### config.mk
export PLATFORM = sky130hd
export DESIGN_NAME = bankers_safety_allocator_flat
export DESIGN_NICKNAME = d
export VERILOG_FILES = /design/src/bsa_pkg.sv /design/src/bsa_in_if.sv /design/src/bsa_out_if.sv /design/src/bsa_datapath.sv /design/src/bsa_ctrl.sv /design/src/bankers_safety_allocator.sv /design/src/flat_wrapper.sv
export SDC_FILE = /design/constraint.sdc
export NUM_CORES = 2
export LEC_CHECK = 0
export BUFFER_PORTS_ARGS = -buffer_cell sky130_fd_sc_hd__buf_2
export CORE_UTILIZATION = 38
export CTS_BUF_LIST = sky130_fd_sc_hd__clkbuf_8
export CTS_CLUSTER_DIAMETER = 40
export DETAILED_ROUTE_END_ITERATION = 6
export PLACE_DENSITY_LB_ADDON = 0.25
export SLEW_MARGIN = 20
export SYNTH_ARGS = -nofsm -noshare
export SYNTH_HDL_FRONTEND = slang
export SYNTH_SLANG_ARGS = --single-unit
### constraint.sdc
create_clock -name clk_i -period 7.4 [get_ports clk_i]
set_input_delay 1.48 -clock clk_i [delete_from_list [all_inputs] [get_ports clk_i]]
set_output_delay 1.48 -clock clk_i [all_outputs]
set_load 0.03 [all_outputs]
### src/bsa_pkg.sv
// bsa_pkg: shared constants, codes and controller/datapath command types
// for the banker's safety allocator; no dependencies
package bsa_pkg;

  localparam int PROC_N = 8;
  localparam int RES_N  = 3;
  localparam int UNIT_W = 8;

  localparam int PROC_W = (PROC_N > 1) ? $clog2(PROC_N) : 1;
  // available plus every allocation must fit
  localparam int WORK_W = UNIT_W + $clog2(PROC_N + 1);

  // port field widths
  localparam int FUNC_W   = 2;
  localparam int PIDX_W   = 3;
  localparam int AMT_W    = 8;
  localparam int AMT_IO   = 3;
  localparam int STATUS_W = 3;

  typedef enum logic [FUNC_W-1:0] {
    FUNC_SET_AVAIL = 2'd0,
    FUNC_CLAIM     = 2'd1,
    FUNC_REQUEST   = 2'd2,
    FUNC_RELEASE   = 2'd3
  } func_e;

  typedef enum logic [STATUS_W-1:0] {
    ST_OK          = 3'd0,
    ST_EXCEEDS     = 3'd1,
    ST_UNSAFE      = 3'd2,
    ST_REL_EXCEEDS = 3'd3,
    ST_AVAIL_OVF   = 3'd4
  } status_e;

  typedef enum logic [2:0] {
    S_IDLE,
    S_EVAL,
    S_INIT,
    S_SCAN,
    S_UNDO,
    S_FINISH
  } state_e;

  typedef struct packed {
    logic    load_item;
    logic    set_avail;
    logic    claim;
    logic    apply_req;
    logic    apply_rel;
    logic    rollback;
    logic    scan_init;
    logic    scan_step;
    logic    row_scan;
    logic    out_load;
    status_e status;
    logic    granted;
  } bsa_cmd_t;

  typedef struct packed {
    func_e func;
    logic  proc_oor;
    logic  req_fits;
    logic  rel_alloc_ok;
    logic  rel_ovf;
    logic  pass_last;
    logic  all_done;
    logic  progress;
    logic  out_busy;
  } bsa_stat_t;

endpackage

### src/bsa_in_if.sv
// bsa_in_if: operation channel, valid/ready plus operation payload
// depends on bsa_pkg for field widths
interface bsa_in_if;
  logic                          valid;
  logic                          ready;
  logic [bsa_pkg::FUNC_W-1:0]    func;
  logic [bsa_pkg::PIDX_W-1:0]    process_index;
  logic [bsa_pkg::AMT_W-1:0]     amount_0;
  logic [bsa_pkg::AMT_W-1:0]     amount_1;
  logic [bsa_pkg::AMT_W-1:0]     amount_2;

  modport source (
    output valid, func, process_index, amount_0, amount_1, amount_2,
    input  ready
  );
  modport sink (
    input  valid, func, process_index, amount_0, amount_1, amount_2,
    output ready
  );
endinterface

### src/bsa_out_if.sv
// bsa_out_if: result channel, valid/ready plus status and available counts
// depends on bsa_pkg for field widths
interface bsa_out_if;
  logic                          valid;
  logic                          ready;
  logic [bsa_pkg::STATUS_W-1:0]  status;
  logic                          granted;
  logic [bsa_pkg::AMT_W-1:0]     avail_out_0;
  logic [bsa_pkg::AMT_W-1:0]     avail_out_1;
  logic [bsa_pkg::AMT_W-1:0]     avail_out_2;

  modport source (
    output valid, status, granted, avail_out_0, avail_out_1, avail_out_2,
    input  ready
  );
  modport sink (
    input  valid, status, granted, avail_out_0, avail_out_1, avail_out_2,
    output ready
  );
endinterface

### src/bsa_datapath.sv
// bsa_datapath: available counts, allocation and need tables, safety scan
// unit and result register; depends on bsa_pkg
module bsa_datapath (
  input  logic                          clk_i,
  input  logic                          rst_ni,
  input  bsa_pkg::bsa_cmd_t             cmd_i,
  output bsa_pkg::bsa_stat_t            stat_o,
  input  logic [bsa_pkg::FUNC_W-1:0]    in_func_i,
  input  logic [bsa_pkg::PIDX_W-1:0]    in_pidx_i,
  input  logic [bsa_pkg::AMT_W-1:0]     in_amount_0_i,
  input  logic [bsa_pkg::AMT_W-1:0]     in_amount_1_i,
  input  logic [bsa_pkg::AMT_W-1:0]     in_amount_2_i,
  input  logic                          out_ready_i,
  output logic                          out_valid_o,
  output logic [bsa_pkg::STATUS_W-1:0]  out_status_o,
  output logic                          out_granted_o,
  output logic [bsa_pkg::AMT_W-1:0]     out_avail_0_o,
  output logic [bsa_pkg::AMT_W-1:0]     out_avail_1_o,
  output logic [bsa_pkg::AMT_W-1:0]     out_avail_2_o
);
  import bsa_pkg::*;

  // operation registers
  func_e             op_func_q;
  logic [PROC_W-1:0] op_p_q;
  logic              op_oor_q;
  logic [UNIT_W-1:0] amt_q [RES_N];

  logic [UNIT_W-1:0] avail_q [RES_N];
  logic [UNIT_W-1:0] alloc_q [PROC_N][RES_N];
  logic [UNIT_W-1:0] need_q  [PROC_N][RES_N];

  // safety scan scratch
  logic [WORK_W-1:0] work_q [RES_N];
  logic [PROC_N-1:0] fin_q;
  logic [PROC_N-1:0] fin_nxt;
  logic [PROC_W-1:0] idx_q;
  logic              prog_q;
  logic              scan_fits;

  logic [AMT_W-1:0]  amt_raw [AMT_IO];
  logic [UNIT_W-1:0] amt_in  [RES_N];
  logic [PROC_W-1:0] row_sel;
  logic [UNIT_W-1:0] need_row  [RES_N];
  logic [UNIT_W-1:0] alloc_row [RES_N];
  logic [UNIT_W:0]   rel_sum   [RES_N];

  logic              out_valid_q;
  status_e           out_status_q;
  logic              out_granted_q;
  logic [AMT_W-1:0]  out_avail_q [AMT_IO];
  logic [AMT_W-1:0]  avail_view  [AMT_IO];

  assign amt_raw[0] = in_amount_0_i;
  assign amt_raw[1] = in_amount_1_i;
  assign amt_raw[2] = in_amount_2_i;

  // amounts masked (or widened) to the unit width
  always_comb begin
    for (int r = 0; r < RES_N; r++) begin
      amt_in[r] = UNIT_W'(amt_raw[r]);
    end
  end

  // single table read port, shared by the operation row and the scan
  assign row_sel = cmd_i.row_scan ? idx_q : op_p_q;

  always_comb begin
    for (int r = 0; r < RES_N; r++) begin
      need_row[r]  = need_q[row_sel][r];
      alloc_row[r] = alloc_q[row_sel][r];
      rel_sum[r]   = {1'b0, avail_q[r]} + {1'b0, amt_q[r]};
    end
  end

  always_comb begin
    stat_o              = '0;
    stat_o.func         = op_func_q;
    stat_o.proc_oor     = op_oor_q;
    stat_o.req_fits     = 1'b1;
    stat_o.rel_alloc_ok = 1'b1;
    stat_o.rel_ovf      = 1'b0;
    for (int r = 0; r < RES_N; r++) begin
      if (amt_q[r] > need_row[r] || amt_q[r] > avail_q[r]) begin
        stat_o.req_fits = 1'b0;
      end
      if (amt_q[r] > alloc_row[r]) begin
        stat_o.rel_alloc_ok = 1'b0;
      end
      if (rel_sum[r][UNIT_W]) begin
        stat_o.rel_ovf = 1'b1;
      end
    end
    stat_o.pass_last = (idx_q == PROC_W'(PROC_N - 1));
    stat_o.all_done  = &fin_nxt;
    stat_o.progress  = prog_q | scan_fits;
    stat_o.out_busy  = out_valid_q & ~out_ready_i;
  end

  // one process per step: can its remaining need be met from work
  always_comb begin
    scan_fits = ~fin_q[idx_q];
    for (int r = 0; r < RES_N; r++) begin
      if (WORK_W'(need_row[r]) > work_q[r]) begin
        scan_fits = 1'b0;
      end
    end
    fin_nxt = fin_q;
    if (scan_fits) begin
      fin_nxt[idx_q] = 1'b1;
    end
  end

  always_ff @(posedge clk_i) begin
    if (cmd_i.load_item) begin
      op_func_q <= func_e'(in_func_i);
      op_p_q    <= PROC_W'(in_pidx_i);
      op_oor_q  <= (int'(in_pidx_i) >= PROC_N);
      for (int r = 0; r < RES_N; r++) begin
        amt_q[r] <= amt_in[r];
      end
    end
  end

  always_ff @(posedge clk_i) begin
    if (cmd_i.scan_init) begin
      for (int r = 0; r < RES_N; r++) begin
        work_q[r] <= WORK_W'(avail_q[r]);
      end
      fin_q  <= '0;
      idx_q  <= '0;
      prog_q <= 1'b0;
    end else if (cmd_i.scan_step) begin
      if (scan_fits) begin
        for (int r = 0; r < RES_N; r++) begin
          work_q[r] <= work_q[r] + WORK_W'(alloc_row[r]);
        end
      end
      fin_q <= fin_nxt;
      if (stat_o.pass_last) begin
        idx_q  <= '0;
        prog_q <= 1'b0;
      end else begin
        idx_q  <= idx_q + PROC_W'(1);
        prog_q <= prog_q | scan_fits;
      end
    end
  end

  always_ff @(posedge clk_i or negedge rst_ni) begin
    if (!rst_ni) begin
      for (int r = 0; r < RES_N; r++) begin
        avail_q[r] <= '0;
      end
      for (int p = 0; p < PROC_N; p++) begin
        for (int r = 0; r < RES_N; r++) begin
          alloc_q[p][r] <= '0;
          need_q[p][r]  <= '0;
        end
      end
    end else begin
      for (int r = 0; r < RES_N; r++) begin
        if (cmd_i.set_avail) begin
          avail_q[r] <= amt_q[r];
        end else if (cmd_i.claim) begin
          need_q[op_p_q][r]  <= amt_q[r];
          alloc_q[op_p_q][r] <= '0;
        end else if (cmd_i.apply_req) begin
          avail_q[r]         <= avail_q[r] - amt_q[r];
          alloc_q[op_p_q][r] <= alloc_row[r] + amt_q[r];
          need_q[op_p_q][r]  <= need_row[r] - amt_q[r];
        end else if (cmd_i.apply_rel) begin
          avail_q[r]         <= rel_sum[r][UNIT_W-1:0];
          alloc_q[op_p_q][r] <= alloc_row[r] - amt_q[r];
          need_q[op_p_q][r]  <= need_row[r] + amt_q[r];
        end else if (cmd_i.rollback) begin
          avail_q[r]         <= avail_q[r] + amt_q[r];
          alloc_q[op_p_q][r] <= alloc_row[r] - amt_q[r];
          need_q[op_p_q][r]  <= need_row[r] + amt_q[r];
        end
      end
    end
  end

  // unused resource lanes read as zero
  for (genvar g = 0; g < AMT_IO; g++) begin : g_view
    if (g < RES_N) begin : g_used
      assign avail_view[g] = AMT_W'(avail_q[g]);
    end else begin : g_unused
      assign avail_view[g] = '0;
    end
  end

  always_ff @(posedge clk_i or negedge rst_ni) begin
    if (!rst_ni) begin
      out_valid_q <= 1'b0;
    end else if (cmd_i.out_load) begin
      out_valid_q <= 1'b1;
    end else if (out_ready_i) begin
      out_valid_q <= 1'b0;
    end
  end

  always_ff @(posedge clk_i) begin
    if (cmd_i.out_load) begin
      out_status_q  <= cmd_i.status;
      out_granted_q <= cmd_i.granted;
      for (int g = 0; g < AMT_IO; g++) begin
        out_avail_q[g] <= avail_view[g];
      end
    end
  end

  assign out_valid_o   = out_valid_q;
  assign out_status_o  = out_status_q;
  assign out_granted_o = out_granted_q;
  assign out_avail_0_o = out_avail_q[0];
  assign out_avail_1_o = out_avail_q[1];
  assign out_avail_2_o = out_avail_q[2];

endmodule

### src/bsa_ctrl.sv
// bsa_ctrl: operation sequencer, drives the datapath through commands
// depends on bsa_pkg
module bsa_ctrl (
  input  logic               clk_i,
  input  logic               rst_ni,
  input  logic               in_valid_i,
  output logic               in_ready_o,
  input  bsa_pkg::bsa_stat_t stat_i,
  output bsa_pkg::bsa_cmd_t  cmd_o
);
  import bsa_pkg::*;

  state_e  state_q, state_d;
  status_e res_status_q, res_status_d;
  logic    res_granted_q, res_granted_d;

  always_ff @(posedge clk_i or negedge rst_ni) begin
    if (!rst_ni) begin
      state_q       <= S_IDLE;
      res_status_q  <= ST_OK;
      res_granted_q <= 1'b0;
    end else begin
      state_q       <= state_d;
      res_status_q  <= res_status_d;
      res_granted_q <= res_granted_d;
    end
  end

  always_comb begin
    state_d       = state_q;
    res_status_d  = res_status_q;
    res_granted_d = res_granted_q;
    cmd_o         = '0;
    cmd_o.status  = res_status_q;
    cmd_o.granted = res_granted_q;
    in_ready_o    = 1'b0;

    case (state_q)
      S_IDLE: begin
        in_ready_o = 1'b1;
        if (in_valid_i) begin
          cmd_o.load_item = 1'b1;
          state_d         = S_EVAL;
        end
      end

      S_EVAL: begin
        res_granted_d = 1'b0;
        res_status_d  = ST_OK;
        state_d       = S_FINISH;
        if (stat_i.func == FUNC_SET_AVAIL) begin
          cmd_o.set_avail = 1'b1;
        end else if (stat_i.proc_oor) begin
          res_status_d = ST_EXCEEDS;
        end else begin
          case (stat_i.func)
            FUNC_CLAIM: begin
              cmd_o.claim = 1'b1;
            end
            FUNC_REQUEST: begin
              if (!stat_i.req_fits) begin
                res_status_d = ST_EXCEEDS;
              end else begin
                cmd_o.apply_req = 1'b1;
                state_d         = S_INIT;
              end
            end
            FUNC_RELEASE: begin
              if (!stat_i.rel_alloc_ok) begin
                res_status_d = ST_REL_EXCEEDS;
              end else if (stat_i.rel_ovf) begin
                res_status_d = ST_AVAIL_OVF;
              end else begin
                cmd_o.apply_rel = 1'b1;
              end
            end
            default: begin
              res_status_d = ST_OK;
            end
          endcase
        end
      end

      S_INIT: begin
        cmd_o.scan_init = 1'b1;
        state_d         = S_SCAN;
      end

      S_SCAN: begin
        cmd_o.row_scan  = 1'b1;
        cmd_o.scan_step = 1'b1;
        if (stat_i.all_done) begin
          res_status_d  = ST_OK;
          res_granted_d = 1'b1;
          state_d       = S_FINISH;
        end else if (stat_i.pass_last && !stat_i.progress) begin
          state_d = S_UNDO;
        end
      end

      S_UNDO: begin
        cmd_o.rollback = 1'b1;
        res_status_d   = ST_UNSAFE;
        state_d        = S_FINISH;
      end

      S_FINISH: begin
        if (!stat_i.out_busy) begin
          cmd_o.out_load = 1'b1;
          state_d        = S_IDLE;
        end
      end

      default: begin
        state_d = S_IDLE;
      end
    endcase
  end

endmodule

### src/bankers_safety_allocator.sv
// Banker's-algorithm resource allocator. One operation beat in, one result
// beat out. Operations: set available, declare claim (sets a process's need
// and clears its allocation), request (denied with status 1 when it exceeds
// need or available, otherwise applied and kept only if the safety check
// finds an order in which every process can finish, else rolled back with
// status 2) and release (status 3 when it exceeds the allocation, status 4
// when an available count would overflow). Every result carries the
// available counts after the operation. Set, claim, release and a denied
// request go from acceptance through evaluate to finish; a request that
// reaches the safety check also passes scan init and the scan, and undo
// when rolled back. The scan visits one process per cycle through the
// single table read port, at most PROC_N passes of PROC_N steps (64 at
// eight processes). A new beat is taken as soon as the previous result sits
// in the output register, even if that result has not been taken yet.
// Depends on bsa_pkg, bsa_in_if, bsa_out_if, bsa_ctrl and bsa_datapath.
module bankers_safety_allocator (
  input  logic  clk_i,
  input  logic  rst_ni,
  bsa_in_if.sink    in_i,
  bsa_out_if.source out_o
);
  import bsa_pkg::*;

  // command and status between sequencer and datapath
  bsa_cmd_t  cmd;
  bsa_stat_t stat;

  // sequencer: idle, evaluate, scan init, scan, undo, finish
  bsa_ctrl u_ctrl (
    .clk_i      (clk_i),
    .rst_ni     (rst_ni),
    .in_valid_i (in_i.valid),
    .in_ready_o (in_i.ready),
    .stat_i     (stat),
    .cmd_o      (cmd)
  );

  // tables, work vector, finish flags and the output register
  bsa_datapath u_datapath (
    .clk_i         (clk_i),
    .rst_ni        (rst_ni),
    .cmd_i         (cmd),
    .stat_o        (stat),
    .in_func_i     (in_i.func),
    .in_pidx_i     (in_i.process_index),
    .in_amount_0_i (in_i.amount_0),
    .in_amount_1_i (in_i.amount_1),
    .in_amount_2_i (in_i.amount_2),
    .out_ready_i   (out_o.ready),
    .out_valid_o   (out_o.valid),
    .out_status_o  (out_o.status),
    .out_granted_o (out_o.granted),
    .out_avail_0_o (out_o.avail_out_0),
    .out_avail_1_o (out_o.avail_out_1),
    .out_avail_2_o (out_o.avail_out_2)
  );

`ifndef SYNTHESIS
  // one item at a time: no second beat right after an accepted one
  a_busy_after_accept: assert property (
    @(posedge clk_i) disable iff (!rst_ni)
    (in_i.valid && in_i.ready) |=> !in_i.ready
  ) else $error("operation beat taken while the previous one is in work");

  // a kept request always reports success
  a_granted_ok: assert property (
    @(posedge clk_i) disable iff (!rst_ni)
    (out_o.valid && out_o.granted) |-> (out_o.status == ST_OK)
  ) else $error("granted flag with a failing status");

  // a new result never overwrites one still waiting
  a_no_overwrite: assert property (
    @(posedge clk_i) disable iff (!rst_ni)
    cmd.out_load |-> !(out_o.valid && !out_o.ready)
  ) else $error("result register overwritten before it was taken");

  // the scan only runs after a request was applied
  a_scan_on_request: assert property (
    @(posedge clk_i) disable iff (!rst_ni)
    cmd.scan_init |-> $past(cmd.apply_req)
  ) else $error("safety scan started without an applied request");
`endif

endmodule
### src/flat_wrapper.sv
// flat-port wrapper written by rule: the top's interface ports become plain ports
module bankers_safety_allocator_flat import bsa_pkg::*;
  (clk_i, rst_ni, in_i_valid, in_i_func, in_i_process_index, in_i_amount_0, in_i_amount_1, in_i_amount_2, in_i_ready, out_o_valid, out_o_status, out_o_granted, out_o_avail_out_0, out_o_avail_out_1, out_o_avail_out_2, out_o_ready);
  bsa_in_if in_i_i ();
  bsa_out_if out_o_i ();
  input  logic clk_i;
  input  logic rst_ni;
  input wire logic [$bits(in_i_i.valid)-1:0] in_i_valid;
  input wire logic [$bits(in_i_i.func)-1:0] in_i_func;
  input wire logic [$bits(in_i_i.process_index)-1:0] in_i_process_index;
  input wire logic [$bits(in_i_i.amount_0)-1:0] in_i_amount_0;
  input wire logic [$bits(in_i_i.amount_1)-1:0] in_i_amount_1;
  input wire logic [$bits(in_i_i.amount_2)-1:0] in_i_amount_2;
  output wire logic [$bits(in_i_i.ready)-1:0] in_i_ready;
  output wire logic [$bits(out_o_i.valid)-1:0] out_o_valid;
  output wire logic [$bits(out_o_i.status)-1:0] out_o_status;
  output wire logic [$bits(out_o_i.granted)-1:0] out_o_granted;
  output wire logic [$bits(out_o_i.avail_out_0)-1:0] out_o_avail_out_0;
  output wire logic [$bits(out_o_i.avail_out_1)-1:0] out_o_avail_out_1;
  output wire logic [$bits(out_o_i.avail_out_2)-1:0] out_o_avail_out_2;
  input wire logic [$bits(out_o_i.ready)-1:0] out_o_ready;
  assign in_i_i.valid = in_i_valid;
  assign in_i_i.func = in_i_func;
  assign in_i_i.process_index = in_i_process_index;
  assign in_i_i.amount_0 = in_i_amount_0;
  assign in_i_i.amount_1 = in_i_amount_1;
  assign in_i_i.amount_2 = in_i_amount_2;
  assign in_i_ready = in_i_i.ready;
  assign out_o_valid = out_o_i.valid;
  assign out_o_status = out_o_i.status;
  assign out_o_granted = out_o_i.granted;
  assign out_o_avail_out_0 = out_o_i.avail_out_0;
  assign out_o_avail_out_1 = out_o_i.avail_out_1;
  assign out_o_avail_out_2 = out_o_i.avail_out_2;
  assign out_o_i.ready = out_o_ready;
  bankers_safety_allocator u_core (.clk_i(clk_i), .rst_ni(rst_ni), .in_i(in_i_i), .out_o(out_o_i));
endmodule
==> summary.txt <==
Placed design
  • Post-DP HPWL: 79,100 µm
  • Gpl congestion: 0.964
  • Placed Cells: 4,197
  • Port Buffers: 62

Clock tree
  • CTS sink cnt: 521
  • Clock root cell: clkbuf_8
  • H-tree levels: 3
  • CTS resizes: 0
  • # hold bufs at CTS: 0
  • CTS Buf Count: 100
  • Worst-path clk slew: 60 ps
  • Clk buf depth: 3
  • Clk Latency, worst-skew pair: 750 ps
  • Post-CTS Setup Bufs: 0
  • TritonCTS clock tree: built

Hold path
  • Tightest Hold Check Type: reg2reg
  • Hold_sp: u_core.u_ctrl.res_status_q[2]

Global route
  • Antenna violations before repair: 1
  • Global Route Usage Sum: between 20% and 30%
  • Largest net degree at the start of global routing: 128
  • First-pass GRT wire length: 176,000 µm
  • Total gr overflow: 0
  • Number of global-route vias before repair: 26,354

Pwr
  • Cell leakage power: 15.5 nW
  • Switching Power: roughly 7 mW
  • VDD IR max: ~0.20 mV
  • Tot Pwr: 15.7 mW
  • P_int: 8.82 mW
  • Logic pwr share: 49.2%
  • PwrDens: between 400 and 500 mW/mm²
  • Switch share: 44.0%
  • Reg power frac: 31.3%
  • Clock power frac: 19.5%

Logic synthesis
  • Syn Nets: around 3,400
  • Ys flop type: dfrtp_1
  • Synth Area in Adders: 8.61%
  • Synth Area in Simple Gates: between 10% and 20%
  • Post-synthesis cell area: 0.0323 mm²
  • Avg Cell Area, Syn: 10.3 µm²
  • Syn Inst Count: between 3,000 and 4,000
  • Netlist cell types: 81
  • XOR/XNOR share of the synthesized area: under 10%
  • Commonest cells post-synth: dfrtp_1 (416), nand2_1 (288), nor2_1 (225)
  • Yosys reg bits: 521
  • Ys async rst share: 79.8%
  • Number of flops mapped to enable cells by yosys: 93
  • Main combinational cell family by area after synthesis: compound AO/OA/AOI/OAI gates
  • Area fraction in compound gates after synthesis: 21.3%
  • Synth area leaders: dfrtp_1 (32%), edfxtp_1 (8.6%), ha_1 (7.3%)
  • Post-synthesis mux area share: between 10% and 20%
  • Register area share after synthesis: 41.6%
  • Ys Warns: 0
  • Most frequent cell after synthesis: dfrtp_1
  • Largest area contributor in the netlist: dfrtp_1
  • Post-synth top area share: 32.2%

Routing
  • Drt pass-1 iters: 5
  • WL per Instance: 26.9 µm
  • DR DRC count: 0
  • DR vias: 27,036
  • Drt total wl: ~120,000 µm
  • Antenna-violating nets left: 0
  • Initial DRC count: 2,876
  • Vias per inst: 6.17

Floorplan
  • Initial core utilization: 38.5%
  • Core area: 0.0840 mm²
  • Number of top-level pins: 63
  • Die Area: approximately 0.086 mm²
  • Die X-Extent: between 200 and 300 µm
  • Row count: 106
  • Die Height: roughly 290 µm

Worst setup path
  • Worst flop-to-flop path startpoint: u_core.u_ctrl.state_q[0]
  • Worst path arrival time: ~7300 ps
  • WS Path Type: reg2reg
  • CP Max Fanout: 32
  • CP required: 8050 ps
  • CP endpoint kind: flip-flop
  • Startpoint Class: flip-flop
  • Worst Setup SP: u_core.u_ctrl.state_q[0]

Run
  • Max-cap violations: 0

Timing
  • Setup-failing EPs final: 0
  • Fin. Hold Viols: 0
  • Clock period minus worst slack: 6630 ps
  • Clk_skew: 42.9 ps
  • RSZ-0062 raised after global routing: no
  • Hold WS: approximately 460 ps
  • Worst-margin pin slew: 1210 ps
  • Final Cycle Share: 89.6%
  • Max-Slew Margin vs Limit: between 10% and 20%
  • Pins Over Slew Limit: 0
  • Setup TNS: 0 ps
  • Achievable frequency: 151 MHz

Status
  • Status: complete, no violations

Final layout
  • Final #Nets: ~3,400
  • Layout cell share with drive strength beyond 1: ~16%
  • Cell Count, Final, Fillers Out: 4,385
  • Synthesis-to-layout area growth: 12.3%
-- cells in the final DEF, fill, tap and decap left out, types with 12 or more instances in the layout --
master and instances:
nor2b_1 34, o21bai_1 31, a22o_1 156, or3_1 13
o211ai_1 19, mux4_2 96, clkinv_2 13, a221o_1 59
a21o_1 34, a31oi_1 21, xor2_1 33, o21ai_0 175
nor3_1 42, xnor2_1 71, o21a_1 14, o31ai_1 60
inv_1 156, ha_1 188, fa_1 21, mux2i_1 27
buf_4 67, o221ai_1 16, dfrtp_1 416, edfxtp_1 93
a211oi_1 93, a21oi_1 135, nand2b_1 34, dfxtp_1 12
nand3_1 78, o22ai_1 25, nand2_1 287, clkbuf_8 115
nor2_1 221, buf_2 61, mux2_2 84, o2111ai_1 20
-- sequential cells by signal, summed over array words and instances, names as in the netlist --
signal / flops
u_core.u_datapath.amt_q: 24
u_core.u_datapath.work_q: 36
u_core.u_datapath.op_func_q: 2
u_core.u_datapath.prog_q: 1
u_core.u_ctrl.res_status_q: 3
u_core.u_datapath.alloc_q: 192
u_core.u_datapath.out_granted_o: 1
u_core.u_ctrl.res_granted_q: 1
u_core.u_datapath.out_status_o: 3
u_core.u_datapath.op_p_q: 3
u_core.u_datapath.avail_q: 24
u_core.u_datapath.idx_q: 3
u_core.u_datapath.out_valid_o: 1
u_core.u_datapath.out_avail_q: 24
u_core.u_datapath.need_q: 192
u_core.u_ctrl.state_q: 3
u_core.u_datapath.fin_q: 8
-- worst max-delay path, stage by stage (launching register included) --
cell,delay [ps]
dfrtp_1,570
nand3b_1,180
buf_4,230
nor2_1,100
a21oi_4,360
buf_4,370
mux4_2,240
mux2i_1,190
ha_1,310
fa_1,460
nand2b_1,210
a21oi_1,280
o21ai_0,260
nor4_1,510
nand3_1,650
nand2_2,850
buf_4,400
nand2_1,110
o21ai_0,180
-- routing by layer --
layer  global-route usage, %  part of all wire (%)  up-vias
met2                    40.0                    43     1324
met5                       0                     0        -
li1                        -                     -    11811
met3                    5.98                   8.5      300
met4                    13.8                   5.3        0
met1                    37.6                    43    13601
-- metrics by stage --
stage | instance area [µm²] | worst slack [ps] | util (%)
final | 36300 | 770 | 43.2
after detailed placement | 34100 | 966 | 40.6
after global placement | 34100 | 756 | 40.6
after CTS | 36300 | 950 | 43.2
after floorplan | 32300 | 725 | -
after global routing | 36300 | 568 | 43.2
-- final timing paths --
kind                       slack (ps)                           endpoint  cells after the start
setup / recovery                  770     u_core.u_datapath.alloc_q[130]                     18
hold / removal                    460  u_core.u_datapath.out_status_o[2]                      0
setup reg to reg                  770     u_core.u_datapath.alloc_q[130]                     18
hold reg to reg                   460  u_core.u_datapath.out_status_o[2]                      0
max in group asynchronous        5100      u_core.u_datapath.need_q[171]                      2
min in group asynchronous         730       u_core.u_datapath.avail_q[9]                      1
-- power groups by stage --
stage	Sequential, mW	Combinational, mW	Clock, mW
after floorplan	4.71	5.24	0
after global placement	4.93	7.54	0
after detailed placement	4.91	7.60	0
after CTS	4.89	7.63	3.13
after global routing	5.02	8.35	3.26
final	4.92	7.75	3.08
-- cells by family after synthesis --
group | after synthesis
xor gates and xnor gates | 105
AOI/OAI and AO/OA | 957
DFF | 521
buffers and inverters | 333
muxes | 209
adders and majority gates | 210
and+or+nand+nor | 792
-- cell type report --
type	instances	area [µm²]
inverters	130	488
multi-input cells	2273	17800
clock buffers	115	1580
diodes	1	2.50
flip-flops and latches	521	13400
fillers	8093	47700
clock inverters	72	558
well taps	1134	1420
repair buffers	139	1010
Note: power is estimated with default switching activity, not from simulation.
